**config.mk**
```make
export PLATFORM = sky130hd
export DESIGN_NAME = task_table_round_robin_dispatch
export DESIGN_NICKNAME = d
export VERILOG_FILES = /design/src/ttrrd_pkg.sv /design/src/task_table_round_robin_dispatch.sv /design/src/ttrrd_ram.sv /design/src/ttrrd_stat.sv
export SDC_FILE = /design/constraint.sdc
export NUM_CORES = 1
export LEC_CHECK = 0
export CORE_MARGIN = 2
export CORE_UTILIZATION = 45
export CTS_BUF_LIST = sky130_fd_sc_hd__clkbuf_16
export DETAILED_ROUTE_END_ITERATION = 6
export DONT_BUFFER_PORTS = 1
export PLACE_DENSITY = 0.68
export SYNTH_ARGS = -nofsm -noshare
export SYNTH_HDL_FRONTEND = slang
export SYNTH_SLANG_ARGS = --single-unit
```
**constraint.sdc**
```tcl
create_clock -name clk -period 5 [get_ports clk]
set_input_delay 1 -clock clk [delete_from_list [all_inputs] [get_ports clk]]
set_output_delay 1 -clock clk [all_outputs]
set_load 0.03 [all_outputs]
```
**src/ttrrd_pkg.sv**
```systemverilog
// ----------------------------------------------------------------------------
// ttrrd_pkg
// Shared constants for the task table round-robin dispatcher.
// ----------------------------------------------------------------------------
`default_nettype none

package ttrrd_pkg;

    localparam int MAX_TASKS_DEF = 8;
    localparam int KEY_BITS_DEF  = 32;

    // command opcodes
    localparam logic [2:0] OP_CREATE   = 3'd0;
    localparam logic [2:0] OP_START    = 3'd1;
    localparam logic [2:0] OP_STOP     = 3'd2;
    localparam logic [2:0] OP_DISPATCH = 3'd3;
    localparam logic [2:0] OP_REPORT   = 3'd4;

    // task status
    localparam logic [1:0] ST_WAITING = 2'd0;
    localparam logic [1:0] ST_EXITED  = 2'd2;
    localparam logic [1:0] ST_ENDED   = 2'd3;

    // result codes
    localparam logic [2:0] RC_OK     = 3'd0;
    localparam logic [2:0] RC_FULL   = 3'd1;
    localparam logic [2:0] RC_EXISTS = 3'd2;
    localparam logic [2:0] RC_RANGE  = 3'd3;
    localparam logic [2:0] RC_NONE   = 3'd4;

endpackage

`default_nettype wire

```
**src/task_table_round_robin_dispatch.sv**
```systemverilog
// ----------------------------------------------------------------------------
// task_table_round_robin_dispatch
// Task slot table with key lookup on create and round-robin dispatch.
// ----------------------------------------------------------------------------
// Usage:
//   A command word (opcode, task_key, slot_id, new_status) is taken at a
//   clock edge with start high and busy low. Every command gives exactly one
//   result word on result_slot/result_code, shown for one cycle with done
//   high. The receiver cannot stall; results are never held back.
//   Command flow:
//     start, stop, report, unused opcodes, create into an empty or full
//     table: done in the following cycle, next command may follow at once.
//     create with N created slots: one key RAM read per slot, pipelined
//     behind the registered read data; ends at slot k when it holds the
//     key, after all N slots when the key is new.
//     dispatch: ends at the k-th slot scanned (k from 0) when it is taken,
//     after all MAX_TASKS slots when nothing is runnable.
//   The scan rate is set by the single read port of the key and status
//   RAMs: one slot per cycle.
//   Reset: task count, scan start and running slot go to zero; every
//   status reads as waiting through valid bits, no clearing pass needed.
//   Key entries are undefined until created.
// ----------------------------------------------------------------------------
`default_nettype none

module task_table_round_robin_dispatch #(
    parameter int MAX_TASKS = ttrrd_pkg::MAX_TASKS_DEF,
    parameter int KEY_BITS  = ttrrd_pkg::KEY_BITS_DEF
) (
    input  wire logic        clk,
    input  wire logic        rst_n,
    input  wire logic        start,
    output logic             busy,
    input  wire logic [2:0]  opcode,
    input  wire logic [31:0] task_key,
    input  wire logic [7:0]  slot_id,
    input  wire logic [1:0]  new_status,
    output logic             done,
    output logic      [2:0]  result_slot,
    output logic      [2:0]  result_code
);

    localparam int IDX_W = (MAX_TASKS > 1) ? $clog2(MAX_TASKS) : 1;
    localparam int CNT_W = $clog2(MAX_TASKS + 1);

    typedef enum logic [2:0] {
        S_IDLE  = 3'b001,
        S_CSCAN = 3'b010,   // create: search keys of created slots
        S_DSCAN = 3'b100    // dispatch: cyclic scan for a runnable slot
    } state_t;

    state_t              state_reg, state_next;
    logic [CNT_W-1:0]    count_reg, count_next;
    logic [IDX_W-1:0]    scan_reg, scan_next;
    logic [IDX_W-1:0]    run_reg, run_next;
    logic [KEY_BITS-1:0] key_reg, key_next;
    logic [IDX_W-1:0]    iss_idx_reg, iss_idx_next;   // RAM read address
    logic [CNT_W-1:0]    iss_cnt_reg, iss_cnt_next;   // reads issued
    logic [IDX_W-1:0]    cmp_idx_reg, cmp_idx_next;   // slot of data on RAM out
    logic [CNT_W-1:0]    cmp_cnt_reg, cmp_cnt_next;   // slots checked
    logic                pend_reg, pend_next;         // RAM out holds fresh data
    logic                done_reg, done_next;
    logic [2:0]          rslot_reg, rslot_next;
    logic [2:0]          rcode_reg, rcode_next;

    // memory ports
    logic                key_we;
    logic [IDX_W-1:0]    key_waddr;
    logic [KEY_BITS-1:0] key_wdata;
    logic [KEY_BITS-1:0] key_q;
    logic                st_we;
    logic [IDX_W-1:0]    st_waddr;
    logic [1:0]          st_wdata;
    logic [1:0]          st_q;

    // helpers
    logic [KEY_BITS+31:0] key_ext;
    logic [KEY_BITS-1:0]  key_in;
    logic [IDX_W+2:0]     cmp_ext, run_ext;
    logic [CNT_W+2:0]     cnt_ext;
    logic [IDX_W-1:0]     iss_wrap, cmp_wrap;
    logic [CNT_W-1:0]     limit, last_cnt;
    logic                 runnable, hit;

    assign key_ext  = {{KEY_BITS{1'b0}}, task_key};
    assign key_in   = key_ext[KEY_BITS-1:0];
    assign cmp_ext  = {3'b000, cmp_idx_reg};
    assign run_ext  = {3'b000, run_reg};
    assign cnt_ext  = {3'b000, count_reg};
    assign iss_wrap = (iss_idx_reg == IDX_W'(MAX_TASKS - 1)) ? '0 : iss_idx_reg + 1'b1;
    assign cmp_wrap = (cmp_idx_reg == IDX_W'(MAX_TASKS - 1)) ? '0 : cmp_idx_reg + 1'b1;
    assign limit    = (state_reg == S_CSCAN) ? count_reg : CNT_W'(MAX_TASKS);
    assign last_cnt = limit - CNT_W'(1);

    assign runnable = (CNT_W'(cmp_idx_reg) < count_reg) && (key_q != '0)
                   && (st_q != ttrrd_pkg::ST_EXITED) && (st_q != ttrrd_pkg::ST_ENDED);
    assign hit      = (state_reg == S_CSCAN) ? (key_q == key_reg) : runnable;

    ttrrd_ram #(
        .WIDTH (KEY_BITS),
        .DEPTH (MAX_TASKS)
    ) u_key_ram (
        .clk   (clk),
        .we    (key_we),
        .waddr (key_waddr),
        .wdata (key_wdata),
        .raddr (iss_idx_reg),
        .rdata (key_q)
    );

    ttrrd_stat #(
        .DEPTH (MAX_TASKS)
    ) u_stat (
        .clk   (clk),
        .rst_n (rst_n),
        .we    (st_we),
        .waddr (st_waddr),
        .wdata (st_wdata),
        .raddr (iss_idx_reg),
        .rdata (st_q)
    );

    always_comb
    begin
        state_next   = state_reg;
        count_next   = count_reg;
        scan_next    = scan_reg;
        run_next     = run_reg;
        key_next     = key_reg;
        iss_idx_next = iss_idx_reg;
        iss_cnt_next = iss_cnt_reg;
        cmp_idx_next = cmp_idx_reg;
        cmp_cnt_next = cmp_cnt_reg;
        pend_next    = 1'b0;
        done_next    = 1'b0;
        rslot_next   = rslot_reg;
        rcode_next   = rcode_reg;
        key_we       = 1'b0;
        key_waddr    = count_reg[IDX_W-1:0];
        key_wdata    = key_reg;
        st_we        = 1'b0;
        st_waddr     = count_reg[IDX_W-1:0];
        st_wdata     = ttrrd_pkg::ST_WAITING;

        case (state_reg)
            S_IDLE:
            begin
                if (start)
                begin
                    case (opcode)
                        ttrrd_pkg::OP_CREATE:
                        begin
                            if (count_reg >= CNT_W'(MAX_TASKS))
                            begin
                                done_next  = 1'b1;
                                rslot_next = 3'd0;
                                rcode_next = ttrrd_pkg::RC_FULL;
                            end
                            else if (count_reg == '0)
                            begin
                                // empty table: nothing to search
                                key_we     = 1'b1;
                                key_wdata  = key_in;
                                st_we      = 1'b1;
                                count_next = count_reg + 1'b1;
                                done_next  = 1'b1;
                                rslot_next = 3'd0;
                                rcode_next = ttrrd_pkg::RC_OK;
                            end
                            else
                            begin
                                key_next     = key_in;
                                iss_idx_next = '0;
                                iss_cnt_next = '0;
                                cmp_cnt_next = '0;
                                state_next   = S_CSCAN;
                            end
                        end
                        ttrrd_pkg::OP_START, ttrrd_pkg::OP_STOP:
                        begin
                            done_next = 1'b1;
                            if ({1'b0, slot_id} < 9'(MAX_TASKS))
                            begin
                                st_we      = 1'b1;
                                st_waddr   = slot_id[IDX_W-1:0];
                                st_wdata   = (opcode == ttrrd_pkg::OP_START) ?
                                             ttrrd_pkg::ST_WAITING : ttrrd_pkg::ST_ENDED;
                                rslot_next = slot_id[2:0];
                                rcode_next = ttrrd_pkg::RC_OK;
                            end
                            else
                            begin
                                rslot_next = 3'd0;
                                rcode_next = ttrrd_pkg::RC_RANGE;
                            end
                        end
                        ttrrd_pkg::OP_DISPATCH:
                        begin
                            iss_idx_next = scan_reg;
                            iss_cnt_next = '0;
                            cmp_cnt_next = '0;
                            state_next   = S_DSCAN;
                        end
                        ttrrd_pkg::OP_REPORT:
                        begin
                            st_we      = 1'b1;
                            st_waddr   = run_reg;
                            st_wdata   = new_status;
                            done_next  = 1'b1;
                            rslot_next = run_ext[2:0];
                            rcode_next = ttrrd_pkg::RC_OK;
                        end
                        default:
                        begin
                            done_next  = 1'b1;
                            rslot_next = 3'd0;
                            rcode_next = ttrrd_pkg::RC_OK;
                        end
                    endcase
                end
            end
            S_CSCAN, S_DSCAN:
            begin
                // issue one read per cycle; check the previous read's data
                if (iss_cnt_reg < limit)
                begin
                    iss_idx_next = iss_wrap;
                    iss_cnt_next = iss_cnt_reg + 1'b1;
                    cmp_idx_next = iss_idx_reg;
                    pend_next    = 1'b1;
                end
                if (pend_reg)
                begin
                    cmp_cnt_next = cmp_cnt_reg + 1'b1;
                    if (hit)
                    begin
                        done_next  = 1'b1;
                        rslot_next = cmp_ext[2:0];
                        state_next = S_IDLE;
                        if (state_reg == S_CSCAN)
                        begin
                            rcode_next = ttrrd_pkg::RC_EXISTS;
                        end
                        else
                        begin
                            rcode_next = ttrrd_pkg::RC_OK;
                            run_next   = cmp_idx_reg;
                            scan_next  = cmp_wrap;
                        end
                    end
                    else if (cmp_cnt_reg == last_cnt)
                    begin
                        done_next  = 1'b1;
                        state_next = S_IDLE;
                        if (state_reg == S_CSCAN)
                        begin
                            // new key: fill the next free slot
                            key_we     = 1'b1;
                            st_we      = 1'b1;
                            count_next = count_reg + 1'b1;
                            rslot_next = cnt_ext[2:0];
                            rcode_next = ttrrd_pkg::RC_OK;
                        end
                        else
                        begin
                            rslot_next = 3'd0;
                            rcode_next = ttrrd_pkg::RC_NONE;
                        end
                    end
                end
            end
            default:
            begin
                state_next = S_IDLE;
            end
        endcase
    end

    always_ff @(posedge clk or negedge rst_n)
    begin
        if (!rst_n)
        begin
            state_reg   <= S_IDLE;
            count_reg   <= '0;
            scan_reg    <= '0;
            run_reg     <= '0;
            iss_idx_reg <= '0;
            iss_cnt_reg <= '0;
            cmp_cnt_reg <= '0;
            pend_reg    <= 1'b0;
            done_reg    <= 1'b0;
        end
        else
        begin
            state_reg   <= state_next;
            count_reg   <= count_next;
            scan_reg    <= scan_next;
            run_reg     <= run_next;
            iss_idx_reg <= iss_idx_next;
            iss_cnt_reg <= iss_cnt_next;
            cmp_cnt_reg <= cmp_cnt_next;
            pend_reg    <= pend_next;
            done_reg    <= done_next;
        end
    end

    always_ff @(posedge clk)
    begin
        key_reg     <= key_next;
        cmp_idx_reg <= cmp_idx_next;
        rslot_reg   <= rslot_next;
        rcode_reg   <= rcode_next;
    end

    assign busy        = (state_reg != S_IDLE);
    assign done        = done_reg;
    assign result_slot = rslot_reg;
    assign result_code = rcode_reg;

    // ------------------------------------------------------------------------
    // assertions
    // ------------------------------------------------------------------------
    a_done_idle: assert property (@(posedge clk) disable iff (!rst_n)
        done_reg |-> state_reg == S_IDLE)
        else $error("result word while a scan is still running");

    a_count_max: assert property (@(posedge clk) disable iff (!rst_n)
        count_reg <= CNT_W'(MAX_TASKS))
        else $error("task count beyond table size");

    a_cmd_answer: assert property (@(posedge clk) disable iff (!rst_n)
        (start && !busy) |=> (done_reg || state_reg != S_IDLE))
        else $error("accepted command neither answered nor in progress");

    a_full_slot: assert property (@(posedge clk) disable iff (!rst_n)
        (done_reg && (rcode_reg == ttrrd_pkg::RC_FULL || rcode_reg == ttrrd_pkg::RC_NONE))
        |-> rslot_reg == 3'd0)
        else $error("full or none result with nonzero slot");

    a_scan_bound: assert property (@(posedge clk) disable iff (!rst_n)
        (state_reg != S_IDLE) |-> iss_cnt_reg <= limit)
        else $error("scan issued more reads than slots");

endmodule

`default_nettype wire

```
**src/ttrrd_ram.sv**
```systemverilog
// ----------------------------------------------------------------------------
// ttrrd_ram
// Generic single-write, single-read RAM with registered read data.
// ----------------------------------------------------------------------------
`default_nettype none

module ttrrd_ram #(
    parameter int WIDTH = 32,
    parameter int DEPTH = 8,
    localparam int AW   = (DEPTH > 1) ? $clog2(DEPTH) : 1
) (
    input  wire logic             clk,
    input  wire logic             we,
    input  wire logic [AW-1:0]    waddr,
    input  wire logic [WIDTH-1:0] wdata,
    input  wire logic [AW-1:0]    raddr,
    output logic      [WIDTH-1:0] rdata
);

    logic [WIDTH-1:0] mem [DEPTH];

    always_ff @(posedge clk)
    begin
        if (we)
        begin
            mem[waddr] <= wdata;
        end
        rdata <= mem[raddr];
    end

endmodule

`default_nettype wire

```
**src/ttrrd_stat.sv**
```systemverilog
// ----------------------------------------------------------------------------
// ttrrd_stat
// Status store: RAM plus per-entry valid bits so unwritten entries read as
// waiting right after reset.
// ----------------------------------------------------------------------------
`default_nettype none

module ttrrd_stat #(
    parameter int DEPTH = ttrrd_pkg::MAX_TASKS_DEF,
    localparam int AW   = (DEPTH > 1) ? $clog2(DEPTH) : 1
) (
    input  wire logic          clk,
    input  wire logic          rst_n,
    input  wire logic          we,
    input  wire logic [AW-1:0] waddr,
    input  wire logic [1:0]    wdata,
    input  wire logic [AW-1:0] raddr,
    output logic      [1:0]    rdata
);

    logic [DEPTH-1:0] valid_reg;
    logic             rd_valid_reg;
    logic [1:0]       ram_q;

    ttrrd_ram #(
        .WIDTH (2),
        .DEPTH (DEPTH)
    ) u_ram (
        .clk   (clk),
        .we    (we),
        .waddr (waddr),
        .wdata (wdata),
        .raddr (raddr),
        .rdata (ram_q)
    );

    always_ff @(posedge clk or negedge rst_n)
    begin
        if (!rst_n)
        begin
            valid_reg    <= '0;
            rd_valid_reg <= 1'b0;
        end
        else
        begin
            if (we)
            begin
                valid_reg[waddr] <= 1'b1;
            end
            rd_valid_reg <= valid_reg[raddr];
        end
    end

    assign rdata = rd_valid_reg ? ram_q : ttrrd_pkg::ST_WAITING;

endmodule

`default_nettype wire
```
==> results of run 1 <==
==> routing by layer <==
layer / part of all wire [%] / routed length (um) / GRT usage [%] / vias to the layer above
met5: 0.057 / 17 / 0 / -
met4: 1.8 / 525 / 4.34 / 2
met3: 7.2 / 2140 / 4.57 / 40
met2: 48 / 14400 / 28.5 / 225
met1: 43 / 12800 / 23.4 / 3783
li1: - / - / - / 3284
==> kinds of logic (layout without fill, tap and decap cells) <==
| group | count (synthesis) | in the layout | synth area share, % |
|---|---|---|---|
| xor+xnor | 44 | 44 | 2.57 |
| simple gates | 122 | 122 | 4.55 |
| flops | 373 | 373 | 71.5 |
| fa+ha+maj | 14 | 14 | 1.17 |
| mux | 141 | 141 | 15.7 |
| compound gates | 66 | 66 | 3.20 |
| buf+inv | 51 | 101 | 1.32 |
==> power breakdown <==
group | internal [mW] | total, mW | switching [mW]
Combinational | 0.959 | 1.81 | 0.848
Clock | 1.60 | 2.74 | 1.14
Sequential | 3.65 | 4.07 | 0.422
Total | 6.21 | 8.62 | 2.41
==> final timing paths <==
| kind | end | cells past startpoint | from |
|---|---|---|---|
| max in group asynchronous | state_reg[0] | 0 | rst_n |
| min in group clk | u_stat.valid_reg[2] | 2 | u_stat.valid_reg[2] |
| min reg2reg | u_stat.valid_reg[2] | 2 | u_stat.valid_reg[2] |
| max reg2reg | u_key_ram.mem[6][24] | 10 | state_reg[1] |
| min | iss_cnt_reg[3] | 0 | rst_n |
| max | u_key_ram.mem[6][24] | 10 | state_reg[1] |
==> worst register-to-register path, delay by kind of cell (launching register included) <==
kind	cells	cell delay [ns]
flops	1	0.47
fa+ha+maj	1	0.25
buf+inv	1	0.34
simple gates	6	2.03
xor+xnor	2	0.28
==> synthesized netlist by cell type (5+ instances only) <==
master	instances	area, um^2
edfxtp_1	305	9160
mux2_2	73	822
mux4_2	68	1530
xor2_1	35	307
dfrtp_1	34	851
dfxtp_1	33	661
nor2_1	24	90.1
clkbuf_1	23	86.3
nand2_1	21	78.8
nor4_1	19	119
inv_1	15	56.3
a21oi_1	14	70.1
ha_1	14	175
nor3_1	10	50.1
nand3_1	9	45.0
xnor2_1	9	78.8
buf_1	8	30.0
o21ai_0	7	35.0
o21bai_1	7	52.6
buf_2	5	25.0
nor2b_1	5	31.3
==> stage by stage <==
step | total power [mW] | std cells | area (um^2) | TNS, ns
after floorplan | 5.48 | 811 | 15000 | -119.43
after global placement | 5.94 | 1234 | 15600 | 0
final | 8.62 | 1303 | 16800 | 0
after global routing | 9.02 | 1303 | 16800 | 0
after detailed placement | 5.97 | 1234 | 15600 | 0
after CTS | 8.72 | 1303 | 16800 | 0
==> final cells by class <==
type	count	area, um^2
well taps	442	553
flip-flops and latches	373	10700
repair buffers	17	128
multi-input cells	387	4120
clock inverters	31	258
inverters	15	56.3
clock buffers	38	951
fillers	2581	15900
==> flow_metrics.tcl, run 1 <==
set metrics [dict create \
    outcome "complete, no violations" \
    period_share_pct 73.4 \
    gr-total-overflow 0 \
    synthArstFlopShare_pct 9.38 \
    synthCells 811 \
    dp_hpwl_mm 17.2 \
    maxCapViolations 0 \
    yosys_warnings 0 \
    ys_ff_latch 373 \
    antenna_found_initial 2 \
    synth_ff_type "edfxtp_1" \
    crit_type "register to register" \
    clk_latency_ns 0.53 \
    post-place-ws_ns 1.30 \
    cp-end-kind "register" \
    vias 7334 \
    syn_nets 873 \
    grt_pass1_vias 7620 \
    drc 0 \
    fin_ws_ns 1.33 \
    postSynthAreaPerCell_um2 18.5 \
    clock_skew_ns 0.0244 \
    wl_per_cell_um 22.9 \
    slowest_stage "and4_2" \
    hold_path.class "input port to asynchronous set/reset pin" \
    layout_common_cells "edfxtp_1, mux2_2, mux4_2, clkbuf_16, xor2_1" \
    dieArea_um2 34700 \
    cts-root-buf "clkbuf_16" \
    largest_reg_flops 256 \
    whs_ns 0.184 \
    post-cts-setup-buffers 0 \
    antenna_left 0 \
    drive_above_1_share_pct 26.9 \
    grt_max_degree 38 \
    via_per_inst 5.63 \
    setup_violations 0 \
    cp-start-kind "register" \
    layout.nets 894 \
    synth.distinct_cells 57 \
    place.gp.congestion 0.814 \
    grt_use_total_pct 17.4 \
    leakage_nw 5.58 \
    wl_mm 29.8 \
    cts_hold_buf 0 \
    numPortBuffers 0 \
    h-tree-depth 2 \
    initial_core_util_pct 45.9 \
    drtIter0Drc 562 \
    clkSlewWorstSetupHoldPaths_ns 0.06 \
    slew_viol_final 0 \
    die_y_um 186 \
    first_pass_iters 4 \
    cp.required_ns 5.22 \
    crit_fanout 17 \
    critPathTopFamily "simple AND/OR/NAND/NOR gates" \
    rows 66 \
    cts_resized 0 \
    cellPowerDensity_nw_per_um2 514 \
    core_region_area_um2 32600 \
    pin_count 56 \
    clk_path_buf_depth 3 \
    crit_path_max_incr_delay_ns 0.66 \
    die_w_um 186 \
    critPathBufInv 1 \
    slew_headroom_pct 27.2 \
    grt_pass1_wl_mm 45.7 \
    irDropWorstVdd_mv 0.359 \
    reg2reg_slack_ns 1.33 \
    hold_viol_final 0 \
    cts_num_sinks 373 \
    ys_seq_area_share_pct 71.5 \
    tritoncts.num_buffers 38 \
    crit_arrival_ns 3.89 \
    syn_area_um2 15000 \
    path_cells "nor3b_2, nand2_1, ha_1, xor2_1, xnor2_1, nor3_1, and4_1, and2_1, and4_2, buf_4" \
    max_slew.worst_pin.slew_ns 1.09 \
    rsz0062_at_grt "no" \
    syn_to_final_growth_pct 12.0 \
    timing.fmax_ghz 0.273 \
    synth-edff-count 305 \
    period_needed_ns 3.67 \
    num_antenna_cells 0 \
    layout_commonest_cell "edfxtp_1" \
    fin_util_pct 51.4 \
    cts_tree "done" \
]
Power figures use the tool's default switching activity.
==> run 2: changes to the inputs <==
Settings changed: PLACE_DENSITY 0.68 to 0.66.
Clock period 5 ns to 3.79 ns, I/O delays scaled along.
==> run 2 against run 1 <==
  * Critical path depth is the same
  * Setup slack lost 0.93 ns
  * Clock-buffer cell count grew 1
  * Clock skew shrank 0.0033 ns
  * Clock power grew 31%
  * Total power grew 33%
  * Final area grew 1.4%
  * Sequential share of layout area shrank 0.91 points
  * Critical path type unchanged
  * Cell count grew 0.77%
  * Routed wire length grew 3.0%
  * Largest cell class unchanged
==> flow_metrics.tcl, run 2 (synthesis results as in run 1) <==
set metrics [dict create \
    setup_violations 0 \
    post-cts-setup-buffers 0 \
    crit_path_max_incr_delay_ns 0.51 \
    place.gp.congestion 0.786 \
    critPathTopFamily "simple AND/OR/NAND/NOR gates" \
    via_per_inst 5.56 \
    layout_commonest_cell "edfxtp_1" \
    die_w_um 186 \
    rows 66 \
    placed_area_um2 15800 \
    syn_to_final_growth_pct 13.6 \
    fin_total_pwr_mw 11.5 \
    crit_fanout 32 \
    dp_hpwl_mm 17.5 \
    drive_above_1_share_pct 27.8 \
    leakage_nw 5.67 \
    crit_type "register to register" \
    die_y_um 186 \
    grt_pass1_wl_mm 46.6 \
    grt_pass1_vias 7555 \
    tritoncts.num_buffers 39 \
    seq_area_um2 10700 \
    vias 7300 \
    clkSlewWorstSetupHoldPaths_ns 0.06 \
    slew_viol_final 0 \
    cts_tree "done" \
    drc 0 \
    cts_resized 0 \
    antenna_left 0 \
    cp-start-kind "register" \
    clk_path_buf_depth 3 \
    initial_core_util_pct 45.9 \
    wl_mm 30.7 \
    path_cells "nor3b_2, nand2_1, ha_1, xor2_1, xnor2_1, nor3_1, and4_1, and2_1, and4_2, buf_4" \
    hold_viol_final 0 \
    irDropWorstVdd_mv 0.428 \
    final_area_um2 17000 \
    numPortBuffers 0 \
    num_antenna_cells 0 \
    period_needed_ns 3.39 \
    tns_ns 0 \
    layout.nets 904 \
    h-tree-depth 2 \
    max_slew.worst_pin.slew_ns 0.866 \
    cp.required_ns 3.94 \
    grt_use_total_pct 17.8 \
    largest_reg_flops 256 \
    cts_num_sinks 373 \
    clock_skew_ns 0.0211 \
    period_share_pct 89.4 \
    clk_latency_ns 0.53 \
    crit_arrival_ns 3.54 \
    cp-end-kind "register" \
    cts-root-buf "clkbuf_16" \
    first_pass_iters 7 \
    hold_path.class "input port to asynchronous set/reset pin" \
    critPathBufInv 1 \
    maxCapViolations 0 \
    slowest_stage "buf_4" \
    antenna_found_initial 1 \
    rsz0062_at_grt "no" \
    gr-total-overflow 0 \
    core_region_area_um2 32600 \
    grt_max_degree 43 \
    fill_cells 2591 \
    whs_ns 0.0622 \
    cellPowerDensity_nw_per_um2 676 \
    layout_common_cells "edfxtp_1, mux2_2, mux4_2, clkbuf_16, xor2_1" \
    multiInputGateArea_um2 4150 \
    wl_per_cell_um 23.4 \
    outcome "complete, no violations" \
    timing.fmax_ghz 0.295 \
    dieArea_um2 34700 \
    slew_headroom_pct 42.3 \
    drtIter0Drc 674 \
    pin_count 56 \
    cts_hold_buf 1 \
]
run 2: cell types whose count changed in the layout (fill, tap and decap cells not counted):
cell	delta
bufinv_16	-1
inv_6	+1
inv_1	+3
nor4_2	-4
clkbuf_16	+1
nor4_4	+4
clkinvlp_4	+1
buf_4	-2
buf_12	+11
inv_16	-1
clkinv_2	-1
clkinv_1	-3
clkinv_8	+1
run 2: final cells by class:
type / instances / share of cell area, %
Clock buffer: 39 / 5.74
Clock inverter: 31 / 1.38
Inverter: 15 / 0.331
Multi-Input combinational cell: 387 / 24.4
Sequential cell: 373 / 62.9
Tap cell: 442 / 3.25
Timing Repair Buffer: 26 / 1.96
run 2: metal layers:
layer	vias to the layer above	wire [um]	track usage, %
met4	2	522	4.15
met5	-	13	0
met2	178	14800	29.1
li1	3295	-	-
met1	3781	13500	24.7
met3	44	1800	3.80
run 2: final timing paths:
kind	startpoint	endpoint	slack, ns	cells after the start
max	state_reg[1]	u_key_ram.mem[6][29]	0.40	10
min	rst_n	u_stat.valid_reg[7]	0.06	1
max reg2reg	state_reg[1]	u_key_ram.mem[6][29]	0.40	10
min reg2reg	u_stat.valid_reg[6]	u_stat.valid_reg[6]	0.47	2
max in group asynchronous	rst_n	iss_idx_reg[0]	3.50	1
min in group clk	task_key[29]	key_reg[29]	0.32	0
run 2: where the power goes:
group          total, mW  internal, mW  leakage (nW)  switching [mW]
registers           5.36          4.82          3.46           0.547
clock network       3.60          2.08         0.643            1.52
logic               2.53          1.34          1.57            1.19
run 2: stage by stage:
stage	setup slack (ns)	cells	util, %
after floorplan	-0.592	811	-
after global placement	0.444	1242	48.4
after detailed placement	0.434	1242	48.4
after CTS	0.400	1313	52.1
after global routing	0.215	1313	52.1
final	0.403	1313	52.1
==> run 3: changes to the inputs <==
Settings changed: CELL_PAD_IN_SITES_DETAIL_PLACEMENT set to 1, CELL_PAD_IN_SITES_GLOBAL_PLACEMENT set to 1, PLACE_DENSITY 0.66 to 0.73.
==> run 3 against run 2 <==
  * Critical path type unchanged
  * Combinational power rose by 5%
  * Global-route usage rose by 1.7 points
  * Register-to-register slack improved by 0.04 ns
  * Largest cell class unchanged
  * Final area barely moved
  * Largest power group unchanged
==> flow_metrics.tcl, run 3 (synthesis results as in run 1) <==
set metrics [dict create \
    leakage_nw 5.68 \
    fill_cells 2923 \
    outcome "complete, no violations" \
    pin_count 56 \
    clock_skew_ns 0.0196 \
    layout.nets 905 \
    setup_violations 0 \
    syn_to_final_growth_pct 13.6 \
    cp.required_ns 3.99 \
    cts_tree "done" \
    irDropWorstVdd_mv 0.562 \
    largest_reg_flops 256 \
    slew_viol_final 0 \
    grt_pass1_wl_mm 51.0 \
    slew_headroom_pct 42.0 \
    wl_mm 33.1 \
    period_needed_ns 3.35 \
    rows 66 \
    place.gp.congestion 0.737 \
    wl_per_cell_um 25.2 \
    die_y_um 186 \
    whs_ns 0.0780 \
    drive_above_1_share_pct 28.0 \
    seq_area_um2 10700 \
    max_slew.worst_pin.slew_ns 0.865 \
    grt_pass1_vias 8133 \
    fin_total_pwr_mw 11.6 \
    crit_arrival_ns 3.54 \
    period_share_pct 88.3 \
    crit_fanout 32 \
    cp-start-kind "register" \
    tritoncts.num_buffers 39 \
    antenna_found_initial 1 \
    clk_path_buf_depth 3 \
    cp-end-kind "register" \
    multiInputGateArea_um2 4150 \
    clkSlewWorstSetupHoldPaths_ns 0.06 \
    cts-root-buf "clkbuf_16" \
    num_antenna_cells 0 \
    layout_common_cells "edfxtp_1, mux2_2, mux4_2, clkbuf_16, xor2_1" \
    grt_max_degree 35 \
    numPortBuffers 0 \
    clk_latency_ns 0.53 \
    antenna_left 0 \
    h-tree-depth 2 \
    rsz0062_at_grt "no" \
    dp_hpwl_mm 19.4 \
    dieArea_um2 34700 \
    initial_core_util_pct 45.9 \
    first_pass_iters 4 \
    gr-total-overflow 0 \
    layout_commonest_cell "edfxtp_1" \
    post-cts-setup-buffers 0 \
    timing.fmax_ghz 0.299 \
    crit_type "register to register" \
    core_region_area_um2 32600 \
    cellPowerDensity_nw_per_um2 680 \
    vias 7537 \
    hold_path.class "input port to asynchronous set/reset pin" \
    die_w_um 186 \
    via_per_inst 5.74 \
    maxCapViolations 0 \
    drc 0 \
    drtIter0Drc 429 \
    hold_viol_final 0 \
    grt_use_total_pct 19.5 \
    cts_num_sinks 373 \
]
==> run 3: cell count changes in the layout (fill, tap and decap cells not counted), sizes merged <==
cell      delta
inv          +2
clkinvlp     -1
bufinv       -1
buf          +1
==> run 3: worst paths after layout <==
check	from	end	slack [ns]	depth (start not counted)
hold / removal	rst_n	pend_reg	0.08	1
hold reg to reg	u_stat.valid_reg[3]	u_stat.valid_reg[3]	0.48	1
max in group asynchronous	rst_n	iss_idx_reg[1]	3.51	1
setup / recovery	state_reg[1]	u_key_ram.mem[2][3]	0.44	11
min in group clk	task_key[11]	key_reg[11]	0.32	0
setup reg to reg	state_reg[1]	u_key_ram.mem[2][3]	0.44	11
==> run 3: final cells by class <==
class                      instances  area share (%)
tap                              442            3.25
inverter                          15           0.331
multi-input combinational        387            24.4
clock inverter                    31            1.27
timing repair buffer              27            2.00
clock buffer                      39            5.74
sequential                       373            63.0
==> run 3: routing by layer <==
metal  vias to the layer above  routed length [um]  track usage, %  share of wire, %
li1                       3315                   -               -                 -
met1                      4003               14400            26.2                44
met2                       162               16500            32.8                50
met3                        55                1430            3.48               4.3
met4                         2                 741            5.54               2.2
met5                         -                  13               0             0.039
==> run 3: what timing repair did <==
action | in CTS | in global routing
hold buffers | 1 | 0
gates resized for setup | 0 | 1
setup endpoints to repair | 0 | 8
hold endpoints to repair | 34 | 0
==> run 3: stage by stage <==
| stage | util (%) | TNS (ns) | instances | area, um^2 | setup WS (ns) |
|---|---|---|---|---|---|
| 2_1_floorplan | - | -75.73 | 811 | 15000 | -0.592 |
| 3_3_place_gp | 48.4 | 0 | 1243 | 15800 | 0.353 |
| 3_5_place_dp | 48.4 | 0 | 1243 | 15800 | 0.219 |
| 4_1_cts | 52.1 | 0 | 1314 | 17000 | 0.197 |
| 5_1_grt | 52.1 | 0 | 1314 | 17000 | 0.174 |
| 6_report | 52.1 | 0 | 1314 | 17000 | 0.444 |
==> run 3: critical path: stages, from the launching register on <==
cell and delay [ns]:
dfrtp_1 0.47, nor3b_2 0.41, nand2_1 0.21, ha_1 0.25, xor2_1 0.15, xnor2_1 0.13
nor3_1 0.22, and4_1 0.28, a21oi_1 0.15, buf_4 0.21, nor4_4 0.21, buf_12 0.32
==> run 3: report_power, final <==
part / switching (mW) / internal, mW / total (mW)
logic: 1.31 / 1.36 / 2.66
registers: 0.515 / 4.82 / 5.33
clock network: 1.55 / 2.02 / 3.56
total: 3.37 / 8.19 / 11.6
